--- config.mk ---
export PLATFORM = sky130hd
export DESIGN_NAME = delay_histogram_counter
export DESIGN_NICKNAME = d
export VERILOG_FILES = /design/src/dhc_pkg.sv /design/src/dhc_ram.sv /design/src/dhc_divider.sv /design/src/delay_histogram_counter.sv
export SDC_FILE = /design/constraint.sdc
export NUM_CORES = 2
export LEC_CHECK = 0
export ABC_AREA = 0
export BUFFER_PORTS_ARGS = -buffer_cell sky130_fd_sc_hd__buf_4
export CORE_MARGIN = 2
export CORE_UTILIZATION = 55
export DETAILED_ROUTE_END_ITERATION = 8
export HOLD_SLACK_MARGIN = 0.15
export PLACE_DENSITY = 0.75
export SLEW_MARGIN = 0
export SYNTH_ARGS = -nofsm -noshare
export SYNTH_HDL_FRONTEND = slang
export SYNTH_SLANG_ARGS = --single-unit
--- constraint.sdc ---
create_clock -name i_clk -period 15.8 [get_ports i_clk]
set_input_delay 4.74 -clock i_clk [delete_from_list [all_inputs] [get_ports i_clk]]
set_output_delay 4.74 -clock i_clk [all_outputs]
set_load 0.005 [all_outputs]
--- src/dhc_pkg.sv ---
// Package of the delay histogram counter: field widths, command and register codes,
// payload structs and the divider status struct. Depends on nothing.
package dhc_pkg;

    localparam int MAX_BUCKETS_DEF = 64;

    localparam int WIDTH_W   = 24;   // bin width register
    localparam int COUNT_W   = 7;    // bucket count register
    localparam int CMD_W     = 2;
    localparam int LEN_W     = 16;
    localparam int DELAY_W   = 32;
    localparam int HITS_W    = 32;
    localparam int TOTAL_W   = 64;
    localparam int DIV_STEPS = DELAY_W;

    localparam logic [CMD_W-1:0] CMD_PLAIN   = 2'd0;
    localparam logic [CMD_W-1:0] CMD_DUP     = 2'd1;
    localparam logic [CMD_W-1:0] CMD_READOUT = 2'd2;
    localparam logic [CMD_W-1:0] CMD_UNUSED  = 2'd3;

    localparam logic REG_BIN_WIDTH    = 1'b0;
    localparam logic REG_BUCKET_COUNT = 1'b1;

    typedef struct packed {
        logic [CMD_W-1:0]   command;
        logic [LEN_W-1:0]   packet_length;
        logic [DELAY_W-1:0] delay;
    } t_in_item;

    typedef struct packed {
        logic [DELAY_W-1:0] bucket_delay;
        logic [HITS_W-1:0]  bucket_hits;
        logic [TOTAL_W-1:0] total_packets;
        logic [TOTAL_W-1:0] dup_packets;
        logic [TOTAL_W-1:0] dup_bytes;
        logic [TOTAL_W-1:0] plain_bytes;
        logic               last_bucket;
    } t_out_item;

    typedef struct packed {
        logic               done;
        logic [DELAY_W-1:0] quotient;
    } t_div_res;

endpackage

--- src/dhc_ram.sv ---
// Generic single-write, single-read RAM with registered read data.
// Depends on nothing.
module dhc_ram #(
    parameter int WIDTH = 32,
    parameter int DEPTH = 64
) (
    input  logic                                   i_clk,
    input  logic                                   i_we,
    input  logic [(DEPTH > 1 ? $clog2(DEPTH) : 1)-1:0] i_waddr,
    input  logic [WIDTH-1:0]                       i_wdata,
    input  logic [(DEPTH > 1 ? $clog2(DEPTH) : 1)-1:0] i_raddr,
    output logic [WIDTH-1:0]                       o_rdata
);

    logic [WIDTH-1:0] r_mem [DEPTH];
    logic [WIDTH-1:0] r_rdata;

    always_ff @(posedge i_clk) begin
        if (i_we) begin
            r_mem[i_waddr] <= i_wdata;
        end
        r_rdata <= r_mem[i_raddr];
    end

    assign o_rdata = r_rdata;

endmodule

--- src/dhc_divider.sv ---
// Bit-serial restoring divider: one quotient bit per cycle, delay over bucket width.
// Depends on dhc_pkg.
module dhc_divider
    import dhc_pkg::*;
(
    input  logic               i_clk,
    input  logic               i_rst_n,
    input  logic               i_start,
    input  logic [DELAY_W-1:0] i_dividend,
    input  logic [WIDTH_W-1:0] i_divisor,
    output t_div_res           o_res
);

    localparam int CNT_W = $clog2(DIV_STEPS + 1);

    logic [CNT_W-1:0]   r_cnt, n_cnt;
    logic               r_done, n_done;
    logic [WIDTH_W-1:0] r_rem, n_rem;
    logic [WIDTH_W-1:0] r_dvs, n_dvs;
    logic [DELAY_W-1:0] r_quo, n_quo;
    logic [WIDTH_W:0]   trial;

    always_comb begin
        n_cnt  = r_cnt;
        n_done = 1'b0;
        n_rem  = r_rem;
        n_dvs  = r_dvs;
        n_quo  = r_quo;
        trial  = {r_rem, r_quo[DELAY_W-1]};
        if (i_start) begin
            n_cnt = CNT_W'(DIV_STEPS);
            n_rem = '0;
            n_dvs = i_divisor;
            n_quo = i_dividend;
        end else if (r_cnt != '0) begin
            // shift in the next dividend bit, subtract when it fits
            if (trial >= {1'b0, r_dvs}) begin
                n_rem = WIDTH_W'(trial - {1'b0, r_dvs});
                n_quo = {r_quo[DELAY_W-2:0], 1'b1};
            end else begin
                n_rem = trial[WIDTH_W-1:0];
                n_quo = {r_quo[DELAY_W-2:0], 1'b0};
            end
            n_cnt  = r_cnt - CNT_W'(1);
            n_done = (r_cnt == CNT_W'(1));
        end
    end

    always_ff @(posedge i_clk) begin
        if (!i_rst_n) begin
            r_cnt  <= '0;
            r_done <= 1'b0;
        end else begin
            r_cnt  <= n_cnt;
            r_done <= n_done;
        end
        r_rem <= n_rem;
        r_dvs <= n_dvs;
        r_quo <= n_quo;
    end

    assign o_res.done     = r_done;
    assign o_res.quotient = r_quo;

endmodule

--- src/delay_histogram_counter.sv ---
// Top level of the delay histogram counter: command port, APB registers, sequencer.
// Depends on dhc_pkg, dhc_divider and dhc_ram.
//
//  channel   ports                                  handshake
//  --------  -------------------------------------  ------------------------------
//  command   start, busy, i_item                    beat taken when start && !busy
//  result    o_result_valid, o_result               one-cycle strobe, no backpressure
//  config    psel penable pwrite paddr pwdata        write at psel&&penable&&pwrite
//            prdata pready                          pready tied high
//
//  A plain packet beat (or the unused command) leaves busy low.
//  A duplicate beat holds busy through the divide step (32 quotient bits, then
//  the done flag), one RAM read and one write of the bumped entry.
//  A readout holds busy through a read step and an emit step per RAM entry,
//  reading and zeroing each; a result beat per bucket in use is registered from
//  its read data in the emit step, so with every bucket in use the last beat
//  comes as busy drops. After reset a clearing pass zeroes the bucket RAM with
//  busy high; register writes are taken meanwhile. The receiver cannot stall.
module delay_histogram_counter
    import dhc_pkg::*;
#(
    parameter int MAX_BUCKETS = MAX_BUCKETS_DEF
) (
    input  logic        i_clk,
    input  logic        i_rst_n,
    input  logic        start,
    output logic        busy,
    input  t_in_item    i_item,
    output logic        o_result_valid,
    output t_out_item   o_result,
    input  logic        psel,
    input  logic        penable,
    input  logic        pwrite,
    input  logic [2:0]  paddr,
    input  logic [31:0] pwdata,
    output logic [31:0] prdata,
    output logic        pready
);

    localparam int IDX_W = (MAX_BUCKETS > 1) ? $clog2(MAX_BUCKETS) : 1;
    localparam int CNT_W = $clog2(MAX_BUCKETS + 1);

    localparam logic [2:0] ST_IDLE   = 3'd0;
    localparam logic [2:0] ST_CLR    = 3'd1;
    localparam logic [2:0] ST_DIV    = 3'd2;
    localparam logic [2:0] ST_INC_RD = 3'd3;
    localparam logic [2:0] ST_INC_WR = 3'd4;
    localparam logic [2:0] ST_RO_RD  = 3'd5;
    localparam logic [2:0] ST_RO_EM  = 3'd6;

    // ---------------------------------------------------------------- registers
    logic [WIDTH_W-1:0] r_cfg_width;
    logic [COUNT_W-1:0] r_cfg_count;
    logic               cfg_wr;

    assign pready = 1'b1;
    assign cfg_wr = psel && penable && pwrite;

    always_ff @(posedge i_clk) begin
        if (!i_rst_n) begin
            r_cfg_width <= WIDTH_W'(1);
            r_cfg_count <= COUNT_W'(64);
        end else if (cfg_wr) begin
            unique case (paddr[2])
                REG_BIN_WIDTH:    r_cfg_width <= pwdata[WIDTH_W-1:0];
                REG_BUCKET_COUNT: r_cfg_count <= pwdata[COUNT_W-1:0];
                default: ;
            endcase
        end
    end

    always_comb begin
        unique case (paddr[2])
            REG_BIN_WIDTH:    prdata = 32'(r_cfg_width);
            REG_BUCKET_COUNT: prdata = 32'(r_cfg_count);
            default:          prdata = '0;
        endcase
    end

    // Width zero counts as one; bucket count is forced into 1..MAX_BUCKETS.
    logic [WIDTH_W-1:0] w_use;
    logic [CNT_W-1:0]   cnt_use;
    logic [CNT_W-1:0]   cnt_last;

    assign w_use = (r_cfg_width == '0) ? WIDTH_W'(1) : r_cfg_width;

    always_comb begin
        priority if (r_cfg_count == '0) begin
            cnt_use = CNT_W'(1);
        end else if (r_cfg_count > COUNT_W'(MAX_BUCKETS)) begin
            cnt_use = CNT_W'(MAX_BUCKETS);
        end else begin
            cnt_use = r_cfg_count[CNT_W-1:0];
        end
    end

    assign cnt_last = cnt_use - CNT_W'(1);

    // ---------------------------------------------------------------- datapath
    logic [2:0]         r_state, n_state;
    logic [IDX_W-1:0]   r_idx, n_idx;
    logic [DELAY_W-1:0] r_mid, n_mid;
    logic [TOTAL_W-1:0] r_plain_pk, n_plain_pk;
    logic [TOTAL_W-1:0] r_dup_pk, n_dup_pk;
    logic [TOTAL_W-1:0] r_plain_by, n_plain_by;
    logic [TOTAL_W-1:0] r_dup_by, n_dup_by;
    logic               r_out_vld, n_out_vld;
    t_out_item          r_out, n_out;

    logic               accept;
    logic               div_start;
    t_div_res           div_res;
    logic               ram_we;
    logic [IDX_W-1:0]   ram_waddr;
    logic [HITS_W-1:0]  ram_wdata;
    logic [HITS_W-1:0]  ram_rdata;
    logic               in_use;
    logic               sweep_end;

    assign busy      = (r_state != ST_IDLE);
    assign accept    = start && !busy;
    assign div_start = accept && (i_item.command == CMD_DUP);
    assign in_use    = (CNT_W'(r_idx) < cnt_use);
    assign sweep_end = (r_idx == IDX_W'(MAX_BUCKETS - 1));

    dhc_divider u_div (
        .i_clk      (i_clk),
        .i_rst_n    (i_rst_n),
        .i_start    (div_start),
        .i_dividend (i_item.delay),
        .i_divisor  (w_use),
        .o_res      (div_res)
    );

    dhc_ram #(
        .WIDTH (HITS_W),
        .DEPTH (MAX_BUCKETS)
    ) u_ram (
        .i_clk   (i_clk),
        .i_we    (ram_we),
        .i_waddr (ram_waddr),
        .i_wdata (ram_wdata),
        .i_raddr (r_idx),
        .o_rdata (ram_rdata)
    );

    always_comb begin
        n_state    = r_state;
        n_idx      = r_idx;
        n_mid      = r_mid;
        n_plain_pk = r_plain_pk;
        n_dup_pk   = r_dup_pk;
        n_plain_by = r_plain_by;
        n_dup_by   = r_dup_by;
        n_out_vld  = 1'b0;
        n_out      = r_out;
        ram_we     = 1'b0;
        ram_waddr  = r_idx;
        ram_wdata  = '0;

        unique case (r_state)
            ST_IDLE: begin
                if (accept) begin
                    unique case (i_item.command)
                        CMD_PLAIN: begin
                            n_plain_pk = r_plain_pk + TOTAL_W'(1);
                            n_plain_by = r_plain_by + TOTAL_W'(i_item.packet_length);
                        end
                        CMD_DUP: begin
                            // totals now, bucket once the divider is done
                            n_dup_pk = r_dup_pk + TOTAL_W'(1);
                            n_dup_by = r_dup_by + TOTAL_W'(i_item.packet_length);
                            n_state  = ST_DIV;
                        end
                        CMD_READOUT: begin
                            n_idx   = '0;
                            n_mid   = DELAY_W'(w_use >> 1);
                            n_state = ST_RO_RD;
                        end
                        CMD_UNUSED: ;
                        default: ;
                    endcase
                end
            end
            ST_CLR: begin
                // zero one entry per cycle after reset
                ram_we = 1'b1;
                n_idx  = r_idx + IDX_W'(1);
                if (sweep_end) begin
                    n_idx   = '0;
                    n_state = ST_IDLE;
                end
            end
            ST_DIV: begin
                if (div_res.done) begin
                    // clamp the quotient to the last bucket in use
                    if (div_res.quotient > DELAY_W'(cnt_last)) begin
                        n_idx = IDX_W'(cnt_last);
                    end else begin
                        n_idx = div_res.quotient[IDX_W-1:0];
                    end
                    n_state = ST_INC_RD;
                end
            end
            ST_INC_RD: begin
                n_state = ST_INC_WR;
            end
            ST_INC_WR: begin
                ram_we    = 1'b1;
                ram_wdata = ram_rdata + HITS_W'(1);
                n_state   = ST_IDLE;
            end
            ST_RO_RD: begin
                n_state = ST_RO_EM;
            end
            ST_RO_EM: begin
                // emit the bucket if in use, zero it either way
                ram_we = 1'b1;
                if (in_use) begin
                    n_out_vld             = 1'b1;
                    n_out.bucket_delay    = r_mid;
                    n_out.bucket_hits     = ram_rdata;
                    n_out.total_packets   = r_plain_pk + r_dup_pk;
                    n_out.dup_packets     = r_dup_pk;
                    n_out.dup_bytes       = r_dup_by;
                    n_out.plain_bytes     = r_plain_by;
                    n_out.last_bucket     = (CNT_W'(r_idx) == cnt_last);
                end
                n_mid = r_mid + DELAY_W'(w_use);
                if (sweep_end) begin
                    n_plain_pk = '0;
                    n_dup_pk   = '0;
                    n_plain_by = '0;
                    n_dup_by   = '0;
                    n_state    = ST_IDLE;
                end else begin
                    n_idx   = r_idx + IDX_W'(1);
                    n_state = ST_RO_RD;
                end
            end
            default: begin
                n_state = ST_IDLE;
            end
        endcase
    end

    always_ff @(posedge i_clk) begin
        if (!i_rst_n) begin
            r_state    <= ST_CLR;
            r_idx      <= '0;
            r_plain_pk <= '0;
            r_dup_pk   <= '0;
            r_plain_by <= '0;
            r_dup_by   <= '0;
            r_out_vld  <= 1'b0;
        end else begin
            r_state    <= n_state;
            r_idx      <= n_idx;
            r_plain_pk <= n_plain_pk;
            r_dup_pk   <= n_dup_pk;
            r_plain_by <= n_plain_by;
            r_dup_by   <= n_dup_by;
            r_out_vld  <= n_out_vld;
        end
        r_mid <= n_mid;
        r_out <= n_out;
    end

    assign o_result_valid = r_out_vld;
    assign o_result       = r_out;

    // ---------------------------------------------------------------- checks
    a_beat_from_emit: assert property (@(posedge i_clk) disable iff (!i_rst_n)
        o_result_valid |-> $past(r_state) == ST_RO_EM)
        else $error("result beat without a readout step");

    a_last_ends: assert property (@(posedge i_clk) disable iff (!i_rst_n)
        (o_result_valid && o_result.last_bucket) |=> !o_result_valid)
        else $error("result beat after the last bucket");

    a_inc_in_range: assert property (@(posedge i_clk) disable iff (!i_rst_n)
        (r_state == ST_INC_WR) |-> (CNT_W'(r_idx) <= cnt_last))
        else $error("bucket index past the buckets in use");

    a_div_done_state: assert property (@(posedge i_clk) disable iff (!i_rst_n)
        div_res.done |-> (r_state == ST_DIV))
        else $error("divider finished outside the divide step");

endmodule
# After elaboration in Yosys (flattened, before gate mapping)
# Memory sizes are Yosys's and may differ from the RTL's. A register that Yosys moved wholly into a read port is not among the register bits.
# Index checks and enable logic that the tools add are counted.
totals:
  register_bits: 737
  mem_bits_rw: 2048
  input_bits: 91
  output_inout_bits: 356
  wordCells: 132
  mem_count: 1
classes:
  addsub: 11
  n_lt_le_gt_ge: 4
  n_eq_ne: 20
  mux: 44
  n_bitwise: 3
  reduce_logical: 26
memory_table:
  columns: ["name", "words", "word_bits", "rd", "rd_ports_with_merged_regs", "wr", "line", "rtl"]
  rows:
  - ["u_ram.r_mem", 64, 32, 1, 1, 1, "dhc_ram.sv:15", "logic [WIDTH-1:0] r_mem [DEPTH];"]
op_table:
  columns: ["op", "count"]
  rows:
  - ["64-bit two-way mux", 9]
  - ["64-bit case mux with 2 select lines", 4]
  - ["32-bit two-way mux", 5]
  - ["64-bit by 1-bit adder with 64-bit output, second input constant", 2]
  - ["64-bit by 16-bit adder with 64-bit output", 2]
  - ["32-bit case mux with 2 select lines", 2]
  - ["64-bit adder", 1]
  - ["24-bit two-way mux", 2]
  - ["6-bit two-way mux", 8]
  - ["32-bit by 1-bit adder with 32-bit output, second input constant", 1]
  - ["32-bit by 24-bit adder with 32-bit output", 1]
  - ["32-bit by 7-bit greater-than comparator with 1-bit output", 1]
  - ["25-bit by 24-bit >= comparator with 1-bit output", 1]
  - ["24-bit logical NOT", 1]
  - ["6-bit case mux with 4 select lines", 1]
  - ["24-bit subtractor", 1]
  - ["3-bit case mux with 6 select lines", 1]
  - ["7-bit two-way mux", 2]
  - ["3-bit two-way mux", 4]
  - ["4-bit AND reduction", 3]
  - ["2-bit inequality test, second input constant", 5]
  - ["3-bit == test, second input constant", 3]
  - ["2-bit AND reduction", 4]
  - ["6-bit by 7-bit == test with 1-bit output", 1]
  - ["other kinds (29)", 43]

# Longest topological paths before layout
logic_depth:
  word_depth: 8
  ltp_mapped: 16
  mapped_depth_nobuf: 16

# Modules after synthesis
# Synthesis repeated with hierarchy kept, for this count alone.
unflattened:
  hier_cells: 6964
  area_unflattened_um2: 115483.3
modules_own_cells:
  columns: ["mod", "n_inst", "cells_each", "area_per_inst_um2", "seq_area_each_um2"]
  rows:
  - ["dhc_ram", 1, 3324, 78515.3, 62139.6]
  - ["delay_histogram_counter", 1, 3187, 32104.5, 16545.9]
  - ["dhc_divider", 1, 453, 4863.4, 2302.2]

# Least setup slack after synthesis
# OpenSTA, ideal clock, no wires.
synth_timing:
  kind: "register to register"
  start: "register r_cfg_count[6]"
  end: "register r_out_vld (netlist: o_result_valid)"
  setup_time_ps: 137
  arrival_ps: 15941
  required_ps: 15663
  setup_slack_ps: -278
  path_stages_with_launch: 13
  path_buffers: 1
  period_less_slack_ps: 16078
  path_cell_list: "dfxtp_1 > clkbuf_1 > nand2b_1 > ha_1 > nor2b_1 > o21a_1 > o21a_1 > o21ai_0 > nand2b_1 > a21oi_1 > nor2_1 > nor2_1 > and2_1"
synth_between:
  elab_chain_cells: 5
  elab_cells_between_ends: 6
  classes_between: "order compare (2); mux (3); reduce/logical (1)"
synth_lines:
  columns: ["element", "line", "rtl"]
  rows:
  - ["from (decl)", "delay_histogram_counter.sv:53", "logic [COUNT_W-1:0] r_cfg_count;"]
  - ["from (signal assigned)", "delay_histogram_counter.sv:66", "REG_BUCKET_COUNT: r_cfg_count <= pwdata[COUNT_W-1:0];"]
  - ["7-bit greater-than comparator", "delay_histogram_counter.sv:90", "end else if (r_cfg_count > COUNT_W'(MAX_BUCKETS)) begin"]
  - ["7-bit two-way mux", "delay_histogram_counter.sv:90", null]
  - ["7-bit two-way mux (*)", "delay_histogram_counter.sv:88", "priority if (r_cfg_count == '0) begin"]
  - ["6-bit by 7-bit < comparator with 1-bit output (*)", "delay_histogram_counter.sv:123", "assign in_use = (CNT_W'(r_idx) < cnt_use);"]
  - ["1-bit two-way mux (*)", "delay_histogram_counter.sv:219", "if (in_use) begin"]
  - ["to (signal assigned)", "delay_histogram_counter.sv:263", "r_out_vld <= n_out_vld;"]
  - ["to (decl)", "delay_histogram_counter.sv:107", "logic r_out_vld, n_out_vld;"]
# Mark *: on every way between the ends. The rest lies on a longest branch, timed or not.
# A chain may end at the register's enable or synchronous reset.

# Worst setup path in the final report
layout_timing:
  start: "input port paddr[2]"
  end: "output port prdata[0]"
layout_between:
  elab_chain_cells: 2
layout_lines:
  columns: ["element", "line", "rtl"]
  rows:
  - ["from (decl)", "delay_histogram_counter.sv:34", "input logic [2:0] paddr,"]
  - ["1-bit inverter (no line)", null, null]
  - ["32-bit case mux with 2 select lines (*)", "delay_histogram_counter.sv:73", "unique case (paddr[2])"]
  - ["to (decl)", "delay_histogram_counter.sv:36", "output logic [31:0] prdata,"]
# Mark *: on every way between the ends. The rest lies on a longest branch, timed or not. The select of a mux whose other input is x is not followed.

==> run summary <==
Final Hold Vio Count: 0
Vias post-DR: 71100
ANT nets after route: 0
Postcts setup bufs: 0
IO Count: 447
DP Worst Slack: 5.44 ns
Initial Utilization: 55.2%
# DRC: 0
Pins over their slew limit: 0
Worst relative slew slack: 6.83%
Total track usage: 29.9%
Register area share after synthesis: 73.5%
Power Density: 126 nW/um2
Total power draw: 15.9 mW
Placed cells: 10200
Commonest register cell after synthesis: edfxtp_1
Die Y: 451 um
H-tree depth: 5
Grt met1 use: 39.7%
Leak: 46.1 nW
Max Freq: 96.5 MHz
Wire per inst: 29.1 um
Layout cells sized above 1: 14.2%
Cell taking the most area after synthesis: edfxtp_1
Max cap viols: 0
Number of DRC markers in iteration 0: 9856
Largest net degree at the start of global routing: 200
Final cell count without fillers: 10800
Crit path kind: input pin to output port
Post_cts resized: 0
Worst-Skew Late Latency: 0.95 ns
Worst setup SP type: input pin
Setup TNS: 0 ns
Max FO, Critical Path: 28
FFs w/ async S/R, synth: 0%
Hold Slack: 0.462 ns
Most frequent cell after synthesis: edfxtp_1
Crit path required time: 11.06 ns
Post-synth top cells: edfxtp_1, a22oi_1, nor2_1
Total gr overflow: 0
Netlist Area Pre-Place: 110000 um2
Clock sink count: 2817
DR vias/cell: 6.61
Area delta synth->final: 14.8%
Distinct cells, synth: 86
Clock Tree Buf Depth: 4
# rows: 164
CTS tree: built
RSZ-0062 raised after global routing: false
Port Buf Inserts: 427
Area share of the largest cell type after synthesis: 67.0%
Slew @ Worst Pin: 1.39 ns
Peak VDD IR: 138 uV
Core area: 199000 um2
Layer with the highest usage: met2
Die Wd: 451 um
Vias in the first global route: 68300
HPWL after DPL: 179 mm
Post-Syn Instances: 7418
Synth warn: 0
Setup WS post-layout: 5.44 ns
Total Routed Length: 313 mm
Hold_buf cts: 0
CTS clk-pin slew, worst paths: 0.06 ns
Critical path arrival: 5.62 ns
Area contributors post-synth: edfxtp_1, dfxtp_1, a22oi_1
EDFF count, synth: 2457
Grt met3 use: 6.20%
Die ar.: 204000 um2
Initial antenna violation count: 13
Final setup violation count: 0
Clock skew: 0.126 ns
Final min period: 10.36 ns
Met2 GRT Util: 46.3%
Crit. End Element: output port
RePlAce Congestion: 0.918
Global-route wire length before repair: 451 mm
Flop and latch count out of synthesis: 2817
Outcome: finished clean
Hold Path Class: register to register
Cts bufs inserted: 293
Clk Tree Root Cell: clkbuf_16
Tcrit/Tclk final: 65.6%
Net count, final: 8148
Fillers: 13900
DRT Pass-1 Iters: 6
Average size of a mapped cell: 14.8 um2
[kinds of logic (layout without fill, tap and decap cells)]
family	after synthesis	count (layout)	synth area share [%]
XOR/XNOR	334	334	2.66
AND/OR/NAND/NOR	1575	1575	7.04
other	2	21	0.00682
flip-flops	2817	2817	73.5
buffers and inverters	543	1213	1.89
AO/OA/AOI/OAI	1960	1960	12.7
adder cells (fa/ha/maj)	171	171	1.98
multiplexers	16	16	0.153
[path summary, 6_finish.rpt]
kind / from / endpoint / slack (ns) / cells after the start
setup reg to reg: r_idx[0] / u_ram.o_rdata[5] / 10.24 / 11
setup / recovery: paddr[2] / prdata[0] / 5.44 / 3
hold / removal: r_dup_by[1] / o_result[66] / 0.46 / 0
hold reg to reg: r_dup_by[1] / o_result[66] / 0.46 / 0
[cell usage in the layout, fill, tap and decap left out, types with 19 or more instances in the layout]
cell type,synthesis,layout
a22o_1,135,135
ha_1,166,166
o211ai_1,20,20
or3_1,54,53
nor2_4,0,87
a21oi_1,260,250
bufinv_16,0,21
nand4_1,120,120
nor2_1,411,323
xnor2_1,162,162
nand2_1,391,389
nor2b_1,77,77
clkbuf_16,0,301
dfxtp_1,360,359
nor3_1,53,48
and4_1,19,19
o21ai_0,169,168
clkinv_1,2,45
clkbuf_1,358,68
a41oi_1,82,82
a22oi_1,784,784
edfxtp_1,2457,2457
clkinv_2,0,36
nand2b_1,31,30
inv_1,114,114
nor4_1,77,74
and3_1,66,60
and2_1,32,32
o21a_1,32,32
a31oi_1,120,120
a21o_1,74,74
a21boi_0,36,36
nand3_1,182,181
a221oi_1,138,138
buf_4,9,581
xor2_1,172,172
[report_power, final]
| group | total, mW | switching, mW | internal, mW |
|---|---|---|---|
| clock | 6.64 | 2.77 | 3.87 |
| sequential | 8.28 | 0.125 | 8.15 |
| combinational | 0.962 | 0.637 | 0.326 |
[metal layers]
metal / part of all wire, % / wire (um)
met1: 36 / 113000
met2: 46 / 143000
met3: 12 / 37500
met4: 6.2 / 19500
met5: 0.0073 / 23
[per-stage QoR]
stage | utilization (%) | area, um2
6_report | 63.4 | 126000
5_1_grt | 63.4 | 126000
4_1_cts | 63.4 | 126000
3_5_place_dp | 58.8 | 117000
3_3_place_gp | 58.8 | 117000
2_1_floorplan | - | 110000
[worst max-delay path, cell delays in order]
cell and delay [ns]:
buf_4 0.33, mux2_2 0.39, buf_4 0.15
[cell type report]
| cell class | count | area (um2) | area share (%) |
|---|---|---|---|
| multi-input cells | 4065 | 28000 | 22.1 |
| repair buffers | 593 | 4600 | 3.64 |
| clock inverters | 124 | 1160 | 0.920 |
| diodes | 12 | 30.0 | 0.0237 |
| inverters | 116 | 435 | 0.344 |
| well taps | 2656 | 3320 | 2.63 |
| flip-flops and latches | 2817 | 81000 | 64.0 |
| clock buffers | 380 | 7940 | 6.28 |
[state kept, by name, indices dropped and copies added, names as in the netlist]
name / flops
r_plain_pk: 64
u_div.r_quo: 32
r_idx: 6
r_cfg_count: 7
r_plain_by: 64
r_cfg_width: 24
u_div.r_cnt: 6
u_div.r_done: 1
u_ram.r_mem: 2048
r_dup_by: 64
u_ram.o_rdata: 32
o_result: 321
r_dup_pk: 64
r_mid: 32
u_div.r_dvs: 24
r_state: 3
o_result_valid: 1
u_div.r_rem: 24
Note: power is estimated with default switching activity, not from simulation.
